===== src/sv/lswc_pkg.sv =====
// Shared constants and types for the line segment window clipper.
package lswc_pkg;

  localparam int COORD_BITS = 16;
  // Request to result: front register, queue, multiply, divide stages, result register.
  localparam int LATENCY    = COORD_BITS + 4;
  localparam int CFG_BITS   = 2;

  localparam logic [CFG_BITS-1:0] REG_X_MIN = 2'd0;
  localparam logic [CFG_BITS-1:0] REG_Y_MIN = 2'd1;
  localparam logic [CFG_BITS-1:0] REG_X_MAX = 2'd2;
  localparam logic [CFG_BITS-1:0] REG_Y_MAX = 2'd3;

  localparam logic signed [COORD_BITS-1:0] RST_X_MIN = COORD_BITS'(0);
  localparam logic signed [COORD_BITS-1:0] RST_Y_MIN = COORD_BITS'(0);
  localparam logic signed [COORD_BITS-1:0] RST_X_MAX = COORD_BITS'(255);
  localparam logic signed [COORD_BITS-1:0] RST_Y_MAX = COORD_BITS'(255);

  typedef struct packed {
    logic signed [COORD_BITS-1:0] x_min;
    logic signed [COORD_BITS-1:0] y_min;
    logic signed [COORD_BITS-1:0] x_max;
    logic signed [COORD_BITS-1:0] y_max;
  } window_t;

  // One edge crossing to evaluate: |dq| * |n| / |dp| applied to q0
  typedef struct packed {
    logic                         try_ok;
    logic                         neg;
    logic signed [COORD_BITS-1:0] q0;
    logic [COORD_BITS-1:0]        mag_dq;
    logic [COORD_BITS-1:0]        mag_n;
    logic [COORD_BITS-1:0]        mag_dp;
  } cross_req_t;

  typedef struct packed {
    logic                         try_ok;
    logic                         neg;
    logic signed [COORD_BITS-1:0] q0;
  } cross_side_t;

  // Classification of one endpoint
  typedef struct packed {
    logic                         outside;
    logic                         in_win;
    logic signed [COORD_BITS-1:0] px;
    logic signed [COORD_BITS-1:0] py;
    logic signed [COORD_BITS-1:0] ev;
    logic signed [COORD_BITS-1:0] eh;
  } point_info_t;

  typedef struct packed {
    point_info_t pa;
    point_info_t pb;
  } point_pair_t;

  typedef struct packed {
    cross_req_t  av;
    cross_req_t  ah;
    cross_req_t  bv;
    cross_req_t  bh;
    point_pair_t pts;
  } seg_req_t;

endpackage


===== src/sv/lswc_queue.sv =====
// Two-entry request queue between front and back end.
module lswc_queue (
  input  logic               clk,
  input  logic               rst,
  input  logic               push,
  input  lswc_pkg::seg_req_t push_data,
  input  logic               pop,
  output logic               not_empty,
  output logic               full,
  output lswc_pkg::seg_req_t head
);
  import lswc_pkg::*;

  seg_req_t   entries [2];
  logic       wr_ptr, rd_ptr;
  logic [1:0] count;
  logic       do_push, do_pop;

  assign not_empty = (count != 2'd0);
  assign full      = (count == 2'd2);
  assign do_push   = push && !full;
  assign do_pop    = pop && not_empty;
  assign head      = entries[rd_ptr];

  // Pointers and fill count
  always_ff @(posedge clk) begin
    if (rst) begin
      wr_ptr <= 1'b0;
      rd_ptr <= 1'b0;
      count  <= 2'd0;
    end else begin
      if (do_push) wr_ptr <= !wr_ptr;
      if (do_pop)  rd_ptr <= !rd_ptr;
      count <= count + {1'b0, do_push} - {1'b0, do_pop};
    end
  end

  always_ff @(posedge clk) begin
    if (do_push) begin
      entries[wr_ptr] <= push_data;
    end
  end

endmodule


===== config.mk =====
export PLATFORM = sky130hd
export DESIGN_NAME = lswc_queue
export DESIGN_NICKNAME = d
export VERILOG_FILES = /design/src/sv/lswc_pkg.sv /design/src/sv/lswc_queue.sv
export SDC_FILE = /design/constraint.sdc
export NUM_CORES = 1
export LEC_CHECK = 0
export BUFFER_PORTS_ARGS = -buffer_cell sky130_fd_sc_hd__buf_2
export CAP_MARGIN = 40
export CORE_AREA = 2 2 309 311
export DETAILED_ROUTE_END_ITERATION = 10
export DIE_AREA = 0 0 311 313
export HOLD_SLACK_MARGIN = 0.12
export PLACE_DENSITY = 0.5
export SYNTH_ARGS = -nofsm -noshare
export SYNTH_HDL_FRONTEND = slang
export SYNTH_SLANG_ARGS = --single-unit

===== constraint.sdc =====
create_clock -name clk -period 19.55 [get_ports clk]
set_input_delay 2.9325 -clock clk [delete_from_list [all_inputs] [get_ports clk]]
set_output_delay 2.9325 -clock clk [all_outputs]
set_load 0.03 [all_outputs]

* Word level (Yosys, flattened, before mapping) *
Memories as Yosys holds them, arrays and structs flattened. A register that Yosys moved wholly into a read port is not among the register bits.
Cells that the tools add are included.

word-level totals
  logic and storage cells = 17
  input port bits = 400
  register bits after elaboration = 4
  bits in writable memories = 792
  memories = 1

operators by class
  reduce and logical (&&, ||, !) cells = 6
  add/sub/neg operators = 2
  muxes and demuxes = 4
  equality and inequality tests = 1

memory list
  memory   words  width  read ports  clocked after memory_dff  wr ports  RTL line          source
  entries  2      396    1           1                         1         lswc_queue.sv:14  seg_req_t entries [2];

operators by type and width
  cell                  count
  $mux W1               4
  $logic_not A1 Y1      3
  $add A2 B1 Y2         1
  $eq A2 B2 Y1 const B  1
  $logic_and A1 B1 Y1   2
  $reduce_bool A2 Y1    1
  $sub A2 B1 Y2         1

* Logic depth before layout (Yosys ltp) *
  depth in word-level cells = 5
  depth in mapped cells = 8
  gate-level depth less buffers = 8

* Least setup slack after synthesis *
No wires, ideal clock.

  kind = in2reg
  start = input push
  end = memory entries[1][0] (netlist bit), enable pin
  path slack = 6.769 ns
  arrival = 11.968 ns
  cell stages on the path = 1
  data required time = 18.737 ns
  path buffers = 0
  cell sequence = and3_1

between the ends
  longest elaborated chain between the ends = 3

ends and longest elaborated chain
  what                           RTL line          source
  start, declared                lswc_queue.sv:5   input logic push,
  $logic_and A1 B1 Y1            lswc_queue.sv:21  assign do_push = push && !full;
  $mux W1                        lswc_queue.sv:39  if (do_push) begin
  $mux W1 (not written as such)  lswc_queue.sv:40  entries[wr_ptr] <= push_data;
  end, declared                  lswc_queue.sv:14

Every way passes these cells.

==> flow_metrics.py <==
metrics = {
    "logic_synthesis": {
        "yosysTopAreaCell": "edfxtp_1",
        "synth-seq-cells": 797,
        "netlist_area_sq_um": 28900,
        "synth_area_leaders": "edfxtp_1 (82%), mux2_2 (15%), buf_6 (1.5%)",
        "synth_top_area_frac": 0.822,
        "synth_cells": 1258,
        "seq_area_frac_synth": 0.825,
        "synth.distinct_cells": 19,
        "yosysWarnings": 0,
        "syn_avg_cell_area_sq_um": 23.0,
        "synth_nets": 1660,
    },
    "floorplan": {
        "start_util": 0.307,
        "die_width_um": 311,
        "fp.coreArea_sq_um": 94200,
        "die_h_um": 313,
        "die_area_sq_um": 97300,
        "pin_count": 798,
        "rows": 113,
    },
    "power_and_ir_drop": {
        "power_frac_clock": 0.299,
        "p_sw_frac": 0.323,
        "p_leak_nw": 13.6,
        "total_power_mw": 5.16,
        "p_int_mw": 3.49,
        "p_sw_mw": 1.66,
        "powerDensity_nw_per_um2": 139,
        "p_comb_frac": 0.280,
        "power_frac_seq": 0.421,
        "ir_drop_v": 0.0000765,
    },
    "setup_path": {
        "cp_data_required_time_ns": 16.62,
        "crit_arrival_ns": 3.97,
        "start_kind": "flip-flop",
        "endpoint_kind": "output port",
        "rrSetupSlack_ns": 15.30,
        "path_max_fanout": 60,
        "path_class": "reg2out",
    },
    "clock_tree": {
        "clock_path_buffers": 3,
        "cts_setup_buffers": 0,
        "clkTransAtPathRegs_ns": 0.05,
        "clockRootBuffer": "clkbuf_16",
        "cts-htree-levels": 3,
        "cts_hold_buf": 0,
        "cts_tree": "done",
        "cts_inserted_buffers": 86,
        "clkSinkCount": 797,
        "cts_resized": 0,
        "worst_skew_pair.late_latency_ns": 0.65,
    },
    "timing": {
        "rsz0062_at_grt": "false",
        "setup_ws_ns": 12.64,
        "max_slew_margin": 0.364,
        "hold_viol_final": 0,
        "finClkSkew_ns": 0.0236,
        "tightestPinTransition_ns": 0.955,
        "max_freq_mhz": 145,
        "timing.final.crit_share": 0.353,
        "setup_tns_ns": 0,
        "setup_viol": 0,
        "slew_viol_final": 0,
        "period_minus_slack_ns": 6.91,
    },
    "layout": {
        "final_nets": 2525,
        "fill_cells": 8745,
        "mostFrequentLayoutCells": "buf_2 (797), edfxtp_1 (792), mux2_2 (396), clkbuf_16 (89), clkinv_1 (23)",
        "multi_input_area_sq_um": 4580,
        "regArea_sq_um": 23900,
        "drive_gt1_frac": 0.613,
        "fin_util": 0.395,
        "postLayoutCellArea_sq_um": 37200,
        "syn2layout_area_growth_pct": 28.5,
        "layout_commonest_cell": "buf_2",
    },
    "routing": {
        "antenna_left": 0,
        "drtIter0Drc": 837,
        "drt_wl_total_um": 73000,
        "routed_via_density": 4.33,
        "vias": 15000,
        "drc_errors": 0,
        "dr.pass1.iters": 4,
        "wire_per_inst_um": 21.0,
    },
    "place": {
        "place_congestion": 0.817,
        "numPortBuffers": 797,
        "dp_slack_ns": 12.77,
        "dp_hpwl_um": 52100,
        "placed_area_sq_um": 34500,
    },
    "min_path": {
        "min_path_type": "reg2reg",
    },
    "global_routing": {
        "met3_usage": 0.0504,
        "grt_use_total": 0.145,
        "gr-usage-met2": 0.267,
        "use_met1": 0.150,
        "overflow": 0,
        "antenna_found_initial": 21,
        "grt_busiest_layer": "met2",
        "grt_max_degree": 143,
        "grt_pass1_wl_um": 105000,
        "grt_pass1_vias": 16200,
    },
    "flow_run": {
        "cap_violations": 0,
    },
    "status": {
        "status": "complete, no violations",
    },
}
==> cell families after synthesis <==
kind of cell | after synthesis | share of synthesized area
adders and majority gates | 2 | 0.000865
xor gates and xnor gates | 3 | 0.000908
muxes | 396 | 0.154
AOI/OAI and AO/OA | 3 | 0.000605
buffers and inverters | 48 | 0.0166
DFF | 797 | 0.825
and+or+nand+nor | 9 | 0.00160
==> cell type report <==
| class | instances | area share |
|---|---|---|
| Antenna cell | 16 | 0.00108 |
| Clock buffer | 100 | 0.0610 |
| Clock inverter | 56 | 0.0109 |
| Inverter | 4 | 0.000606 |
| Multi-Input combinational cell | 413 | 0.123 |
| Sequential cell | 797 | 0.642 |
| Tap cell | 1265 | 0.0426 |
| Timing Repair Buffer | 821 | 0.118 |
==> power groups by stage <==
stage / Sequential, mW / Combinational (mW) / Clock (mW)
finish: 2.17 / 1.44 / 1.54
global route: 2.19 / 1.52 / 1.65
CTS: 2.17 / 1.47 / 1.59
detailed placement: 2.21 / 1.46 / 0
global placement: 2.22 / 1.42 / 0
floorplan: 2.28 / 1.04 / 0
==> routing by layer <==
metal | share of wire | vias to the layer above
met2 | 0.54 | 545
met4 | 0.033 | 10
li1 | - | 6804
met3 | 0.075 | 136
met1 | 0.35 | 7550
met5 | 0.00086 | -
==> sequential cells by signal (all words and copies together), names as in the netlist, named ones only <==
signal / flops
count: 2
wr_ptr: 1
entries: 792
rd_ptr: 1
==> path summary, 6_finish.rpt <==
path	startpoint	cells past startpoint	to
worst min-delay path	wr_ptr$_SDFFE_PP0N_	2	wr_ptr$_SDFFE_PP0N_
worst min register to register	wr_ptr$_SDFFE_PP0N_	2	wr_ptr$_SDFFE_PP0N_
worst max-delay path	flip-flop	7	head[283]
worst max register to register	count[0]$_SDFF_PP0_	7	entries[1][220]$_DFFE_PP_
==> stage by stage <==
stage	cells	hold slack, ns
floorplan	1258	0.452
global placement	3289	0.483
detailed placement	3300	0.481
CTS	3456	0.489
global route	3468	0.533
finish	3472	0.491
==> cells in the mapped netlist <==
cell type,number
a21oi_1,1
and3_1,1
buf_2,5
buf_6,39
dfxtp_1,5
edfxtp_1,792
ha_1,2
inv_1,4
mux2_2,396
nand2_1,1
nand2b_1,1
nor2_1,3
nor2b_1,1
o21a_1,1
o21ai_0,1
or2_2,1
or3_1,1
xnor2_1,2
xor2_1,1
==> critical path, cell delays in order (launching register included) <==
cell	delay (ns)
dfxtp_4	0.69
buf_4	0.28
buf_16	0.28
buf_4	0.45
buf_16	0.28
buf_4	0.55
mux2_2	0.41
buf_2	0.18
Note: power is estimated with default switching activity, not from simulation.
