### config.mk
export PLATFORM = sky130hd
export DESIGN_NAME = lswc_front
export DESIGN_NICKNAME = d
export VERILOG_FILES = /design/src/sv/lswc_pkg.sv /design/src/sv/lswc_front.sv
export SDC_FILE = /design/constraint.sdc
export NUM_CORES = 1
export LEC_CHECK = 0
export ABC_CLOCK_PERIOD_IN_PS = 6800
export BUFFER_PORTS_ARGS = -buffer_cell sky130_fd_sc_hd__buf_2
export CAP_MARGIN = 25
export CORE_ASPECT_RATIO = 0.9
export CORE_UTILIZATION = 40
export CTS_BUF_LIST = sky130_fd_sc_hd__clkbuf_8
export DETAILED_ROUTE_END_ITERATION = 8
export GPL_TIMING_DRIVEN = 0
export HOLD_SLACK_MARGIN = 0.1
export PLACE_DENSITY = 0.74
export RECOVER_POWER = 50
export SLEW_MARGIN = 20
export SYNTH_ARGS = -nofsm -noshare
export SYNTH_HDL_FRONTEND = slang
export SYNTH_SLANG_ARGS = --single-unit
### constraint.sdc
create_clock -name clk -period 6.8 [get_ports clk]
set_clock_uncertainty 0.1 [all_clocks]
set_input_delay 1.02 -clock clk [delete_from_list [all_inputs] [get_ports clk]]
set_output_delay 1.02 -clock clk [all_outputs]
set_load 0.02 [all_outputs]
### src/sv/lswc_pkg.sv
// Shared constants and types for the line segment window clipper.
package lswc_pkg;

  localparam int COORD_BITS = 16;
  // Request to result: front register, queue, multiply, divide stages, result register.
  localparam int LATENCY    = COORD_BITS + 4;
  localparam int CFG_BITS   = 2;

  localparam logic [CFG_BITS-1:0] REG_X_MIN = 2'd0;
  localparam logic [CFG_BITS-1:0] REG_Y_MIN = 2'd1;
  localparam logic [CFG_BITS-1:0] REG_X_MAX = 2'd2;
  localparam logic [CFG_BITS-1:0] REG_Y_MAX = 2'd3;

  localparam logic signed [COORD_BITS-1:0] RST_X_MIN = COORD_BITS'(0);
  localparam logic signed [COORD_BITS-1:0] RST_Y_MIN = COORD_BITS'(0);
  localparam logic signed [COORD_BITS-1:0] RST_X_MAX = COORD_BITS'(255);
  localparam logic signed [COORD_BITS-1:0] RST_Y_MAX = COORD_BITS'(255);

  typedef struct packed {
    logic signed [COORD_BITS-1:0] x_min;
    logic signed [COORD_BITS-1:0] y_min;
    logic signed [COORD_BITS-1:0] x_max;
    logic signed [COORD_BITS-1:0] y_max;
  } window_t;

  // One edge crossing to evaluate: |dq| * |n| / |dp| applied to q0
  typedef struct packed {
    logic                         try_ok;
    logic                         neg;
    logic signed [COORD_BITS-1:0] q0;
    logic [COORD_BITS-1:0]        mag_dq;
    logic [COORD_BITS-1:0]        mag_n;
    logic [COORD_BITS-1:0]        mag_dp;
  } cross_req_t;

  typedef struct packed {
    logic                         try_ok;
    logic                         neg;
    logic signed [COORD_BITS-1:0] q0;
  } cross_side_t;

  // Classification of one endpoint
  typedef struct packed {
    logic                         outside;
    logic                         in_win;
    logic signed [COORD_BITS-1:0] px;
    logic signed [COORD_BITS-1:0] py;
    logic signed [COORD_BITS-1:0] ev;
    logic signed [COORD_BITS-1:0] eh;
  } point_info_t;

  typedef struct packed {
    point_info_t pa;
    point_info_t pb;
  } point_pair_t;

  typedef struct packed {
    cross_req_t  av;
    cross_req_t  ah;
    cross_req_t  bv;
    cross_req_t  bh;
    point_pair_t pts;
  } seg_req_t;

endpackage

### src/sv/lswc_front.sv
// Front end: takes a segment request, classifies endpoints, sets up crossings.
module lswc_front (
  input  logic                                  clk,
  input  logic                                  rst,
  input  logic                                  take,
  input  logic signed [lswc_pkg::COORD_BITS-1:0] start_x,
  input  logic signed [lswc_pkg::COORD_BITS-1:0] start_y,
  input  logic signed [lswc_pkg::COORD_BITS-1:0] end_x,
  input  logic signed [lswc_pkg::COORD_BITS-1:0] end_y,
  input  lswc_pkg::window_t                     win,
  output logic                                  req_valid,
  output lswc_pkg::seg_req_t                    req
);
  import lswc_pkg::*;

  localparam int CB = COORD_BITS;

  seg_req_t req_next;
  logic     va, ha, vb, hb;

  function automatic cross_req_t mk_cross(
    input logic signed [CB-1:0] p0, input logic signed [CB-1:0] p1,
    input logic signed [CB-1:0] q0, input logic signed [CB-1:0] q1,
    input logic signed [CB-1:0] e,  input logic region);
    logic signed [CB:0] dp, dq, n;
    logic [CB:0]        adp, adq, an;
    logic               in_range;
    cross_req_t         r;
    dp  = {p1[CB-1], p1} - {p0[CB-1], p0};
    dq  = {q1[CB-1], q1} - {q0[CB-1], q0};
    n   = {e[CB-1], e} - {p0[CB-1], p0};
    adp = dp[CB] ? -dp : dp;
    adq = dq[CB] ? -dq : dq;
    an  = n[CB] ? -n : n;
    in_range = (e >= p0 && e <= p1) || (e >= p1 && e <= p0);
    r.try_ok = region && (dp != '0) && in_range;
    r.neg    = (dq[CB] ^ n[CB]) ^ dp[CB];
    r.q0     = q0;
    r.mag_dq = adq[CB-1:0];
    r.mag_n  = an[CB-1:0];
    r.mag_dp = adp[CB-1:0];
    return r;
  endfunction

  function automatic point_info_t classify(
    input logic signed [CB-1:0] x, input logic signed [CB-1:0] y, input window_t w,
    output logic vreg, output logic hreg);
    logic        left, right, below, above;
    point_info_t p;
    left  = x < w.x_min;
    right = !left && (x > w.x_max);
    below = y < w.y_min;
    above = !below && (y > w.y_max);
    vreg  = left || right;
    hreg  = below || above;
    p.outside = vreg || hreg;
    p.in_win  = (x >= w.x_min) && (x <= w.x_max) && (y >= w.y_min) && (y <= w.y_max);
    p.px = x;
    p.py = y;
    p.ev = left ? w.x_min : w.x_max;
    p.eh = below ? w.y_min : w.y_max;
    return p;
  endfunction

  // Classification and crossing setup
  always_comb begin
    req_next.pts.pa = classify(start_x, start_y, win, va, ha);
    req_next.pts.pb = classify(end_x, end_y, win, vb, hb);
    req_next.av = mk_cross(start_x, end_x, start_y, end_y, req_next.pts.pa.ev, va);
    req_next.ah = mk_cross(start_y, end_y, start_x, end_x, req_next.pts.pa.eh, ha);
    req_next.bv = mk_cross(start_x, end_x, start_y, end_y, req_next.pts.pb.ev, vb);
    req_next.bh = mk_cross(start_y, end_y, start_x, end_x, req_next.pts.pb.eh, hb);
  end

  always_ff @(posedge clk) begin
    if (rst) begin
      req_valid <= 1'b0;
    end else begin
      req_valid <= take;
    end
  end

  always_ff @(posedge clk) begin
    if (take) begin
      req <= req_next;
    end
  end

endmodule

After elaboration in Yosys (flattened, before gate mapping)

Index checks and enable logic that the tools add are counted.

Multiplexer cells: 10
Reductions and logical operators: 42
Add/sub/neg operators: 12
Bitwise gates (word level): 8
Magnitude comparators: 32

Operators by type and width:

| operator                                       | number |
|---|---|
| 16-bit >= comparator                           | 12 |
| 16-bit less-or-equal comparator                | 12 |
| 16-bit 2-to-1 mux                              | 10 |
| 16-bit by 16-bit subtractor with 17-bit output | 6 |
| 16-bit negation                                | 6 |
| 16-bit greater-than comparator                 | 4 |
| 16-bit less-than comparator                    | 4 |
| 17-bit nonzero test                            | 2 |
| 1-bit logical AND                              | 26 |
| 1-bit logical OR                               | 10 |
| 1-bit bitwise XOR                              | 8 |
| 1-bit logical NOT                              | 4 |

Input port bits: 131
Logic and storage cells: 131
Register bits after elaboration: 237
Output and inout port bits: 397

Logic depth before layout (Yosys ltp)

Depth after elaboration: 6
Gate-level depth with buffers: 25
Depth with buffers taken out: 22

Worst setup path after synthesis

OpenSTA, ideal clock, no wires.

Kind: input-to-reg
Start: input port win[49] in the netlist's numbering
End: register req[229] in the netlist's numbering, data pin
Path buffers: 2
Setup time: 260 ps
Setup slack: 873 ps
Required time: 6,440 ps
Stages on the path: 24
Data arrival time: 5,568 ps
Cell sequence: inv_1 ha_1 nor2b_1 o21a_1 o21a_1 o21ai_0 nand2b_1 a21oi_1 o21ai_0 mux2_2 buf_2 buf_2 mux2i_1 ha_1 fa_1 and2b_1 o21ai_1 a211oi_1 o31ai_1 o311a_1 or4_4 nor4_2 a41oi_1 xnor2_1

RTL lines:

| element              | line             | source |
|---|---|---|
| from (decl)          | lswc_front.sv:10 | `input lswc_pkg::window_t win,` |
| to (signal assigned) | lswc_front.sv:85 | `req <= req_next;` |
| to (decl)            | lswc_front.sv:12 | `output lswc_pkg::seg_req_t req` |

==> metrics.md <==
| Metric | Value |
|---|---|
| Critical path's slowest cell | o21ai_0 |
| Min-Delay Path Depth | 2 |
| CTS tree | yes |
| Final wirelength | 70.1 mm |
| Part of the power in combinational logic | 49.5% |
| Failing checks | capacitance limit, slew limit |
| Max Slew Vio Count | 242 |
| Die Height | 219 um |
| Crit path required time | 7.01 ns |
| Dominant synthesized flop cell | edfxtp_1 |
| Rel. slew slack | -133% |
| Worst Hold Path EP | req_valid |
| Core area | 51800 sq um |
| Critical path class | input port to flip-flop |
| Net Switching | 2890 uW |
| Final Wtd Congestion | 0.998 |
| Worst path cell trace | clkbuf_1 > inv_1 > ha_1 > nor2b_1 > o21a_1 > o21a_1 > o21a_1 > o211ai_1 > a21oi_1 > o31ai_4 > clkbuf_2 > o21ai_0 > ha_1 > o21ai_1 > nor2_1 > or4_4 > o21ai_2 > o21ai_2 > xnor2_1 > buf_4 > a21oi_1 > xnor2_1 |
| Nature of the critical path endpoint | flip-flop |
| Global-route wire length before repair | 102 mm |
| Initial detailed-routing violation count | 1518 |
| Buf+Inv Stages, Crit Path | 4 |
| Outcome | complete, but fails checks |
| Sw Ratio | 42.5% |
| Number of synthesized flops with an enable pin | 236 |
| Total of warnings raised by yosys | 0 |
| PwrDens | 271 nW/um^2 |
| Fraction of the cycle the final worst path needs | 96.1% |
| Via Count | 18800 |
| H-tree levels | 2 |
| Min-Delay Path Class | input port to flip-flop |
| PnR worst setup slack | 0.263 ns |
| DR WL/cell | 20.2 um |
| Most frequent cells in the layout | 345 x buf_2, 298 x ha_1, 236 x edfxtp_1 |
| Max incr delay on CP | 0.97 ns |
| IO Pins | 528 |
| Hold buffer count at CTS | 0 |
| Clock sink total | 237 |
| Ratio of cells with drive above 1 in the final layout | 22.5% |
| Cell seen most often among critical-path stages | o21a_1 |
| Internal | 3910 uW |
| Unique cell type count in the Yosys netlist | 99 |
| Most common cell after layout, fill and taps aside | buf_2 |
| Slew @ Worst Pin | 3.50 ns |
| FP Rows | 79 |
| GRT Total Usage | 25.3% |
| Pre-CTS setup slack | -0.506 ns |
| Total negative setup slack | 0 ns |
| Vias per inst | 5.42 |
| Antenna violations before repair | 6 |
| Die area | 53400 sq um |
| Final core utilization | 48.5% |
| IO Port Bufs | 527 |
| Crit start category | input port |
| Synthesized instance count | 2162 |
| Post-synth top area share | 33.8% |
| Syn Std Cell Area | 21000 sq um |
| Worst-path fanout max | 10 |
| CTS max path bufs | 3 |
| RSZ-0062 raised after global routing | false |
| Final ANT Viol Nets | 0 |
| Pin count of the biggest net entering global routing | 96 |
| Final #Nets | 3174 |
| Min-delay src | rst |
| Initial Util | 40.5% |
| CTS clock-pin slew for the worst setup and hold paths | 0.06 ns |
| Clock network fraction of total power | 18.7% |
| Post-synth net total | 2597 |
| Pre-antenna DRT Iters | 6 |
| Max cap viols | 3 |
| Final Hold Fails | 0 |
| Num CTS Buffers | 42 |
| Seq pwr share | 31.8% |
| Area Overhead vs Synth | 19.6% |
| Clock root buffer | clkbuf_8 |
| Post-synthesis sequential area ratio | 33.9% |
| Vias in the first global route | 16600 |
| Synth area leaders | edfxtp_1 34%, ha_1 18%, buf_4 5.8% |
| Crit-path leading delay family | compound AO/OA/AOI/OAI gates |
| GRT overflow | 0 |
| Worst VDD drop | 264 uV |
| Synthesized area per cell | 9.71 sq um |
| Synth area leader | edfxtp_1 |
| Final setup fails | 0 |
| Critical path arrival | 6.75 ns |
| Post-synth ARST share | 0% |
| Crit path time final | 6.54 ns |
| Leakage Power | 0.0115 uW |
| DRC Markers | 0 |
| Hpwl dp | 57.0 mm |
| Maximum clock frequency | 153 MHz |
| Synthesized flop and latch total | 237 |
| Die Wd | 243 um |
-- synthesized netlist by cell type (27+ instances only) --
library cell  number
inv_1            182
nand3_1           29
a21oi_1          121
nor2b_1           41
buf_4            161
edfxtp_1         236
ha_1             298
o21a_1            27
a21o_1            79
nand4_1           71
a31oi_1           27
nor2_1           124
xor2_1            44
xnor2_1          106
o21ai_0          120
nand2_1          112
nor3_1            36
mux2i_1           32
-- per-layer routing --
metal  global-route usage, %  wire, um
met1                    35.7     31200
met3                    6.07      6940
met4                    8.07      1950
met2                    37.6     29900
met5                    1.29        92
-- state kept, by name (all words and copies together), names as in the netlist --
signal / flops
req: 236
req_valid: 1
-- power groups by stage --
stage | registers (uW) | clock network (uW) | logic (uW)
detailed placement | 2180 | 0 | 3360
finish | 2160 | 1270 | 3370
floorplan | 2530 | 0 | 1970
global route | 2190 | 1370 | 3630
global placement | 2180 | 0 | 3340
CTS | 2160 | 1320 | 3380
-- repair_timing --
action,CTS,global route
endpoints found under the setup margin,0,14
setup buffers,0,0
gates resized for setup,0,6
-- how the worst max path moves through the flow --
stage	from	to	slack [ns]	depth (start not counted)
final	start_x[0]	req[360]	0.26	22
after global routing	end_x[0]	req[218]	0.06	25
after CTS	start_x[1]	req[360]	0.13	21
after detailed placement	start_x[1]	req[360]	-0.51	21
after global placement	start_x[1]	req[360]	-0.86	21
after floorplan	win[49]	req[229]	0.87	24
-- layout make-up --
cell class | instances | area [sq um]
clock buffer | 43 | 592
fill | 4974 | 26700
sequential | 237 | 7110
antenna | 8 | 20.0
multi-input combinational | 1550 | 11900
clock inverter | 31 | 173
tap | 688 | 861
buffer | 193 | 1370
timing repair buffer | 533 | 2440
inverter | 182 | 683
-- metrics by stage --
stage	cell area [sq um]	hold WS (ns)	total power (uW)	instances
CTS	25300	0.426	6860	3454
floorplan	21000	0.992	4500	2162
finish	25100	0.491	6800	3465
global placement	24500	1.08	5520	3377
global route	25100	0.449	7190	3459
detailed placement	24600	1.09	5540	3380
-- logic make-up (layout without fill, tap and decap cells) --
kind of cell / Yosys count / count (layout) / share of synthesized area (%)
muxes: 35 / 35 / 1.69
xor gates and xnor gates: 151 / 151 / 6.34
DFF: 237 / 237 / 33.9
and+or+nand+nor: 533 / 533 / 13.2
adders and majority gates: 304 / 304 / 18.3
other: 0 / 8 / 0
buffers and inverters: 375 / 982 / 9.76
AOI/OAI and AO/OA: 527 / 527 / 16.9
Power figures use the tool's default switching activity.
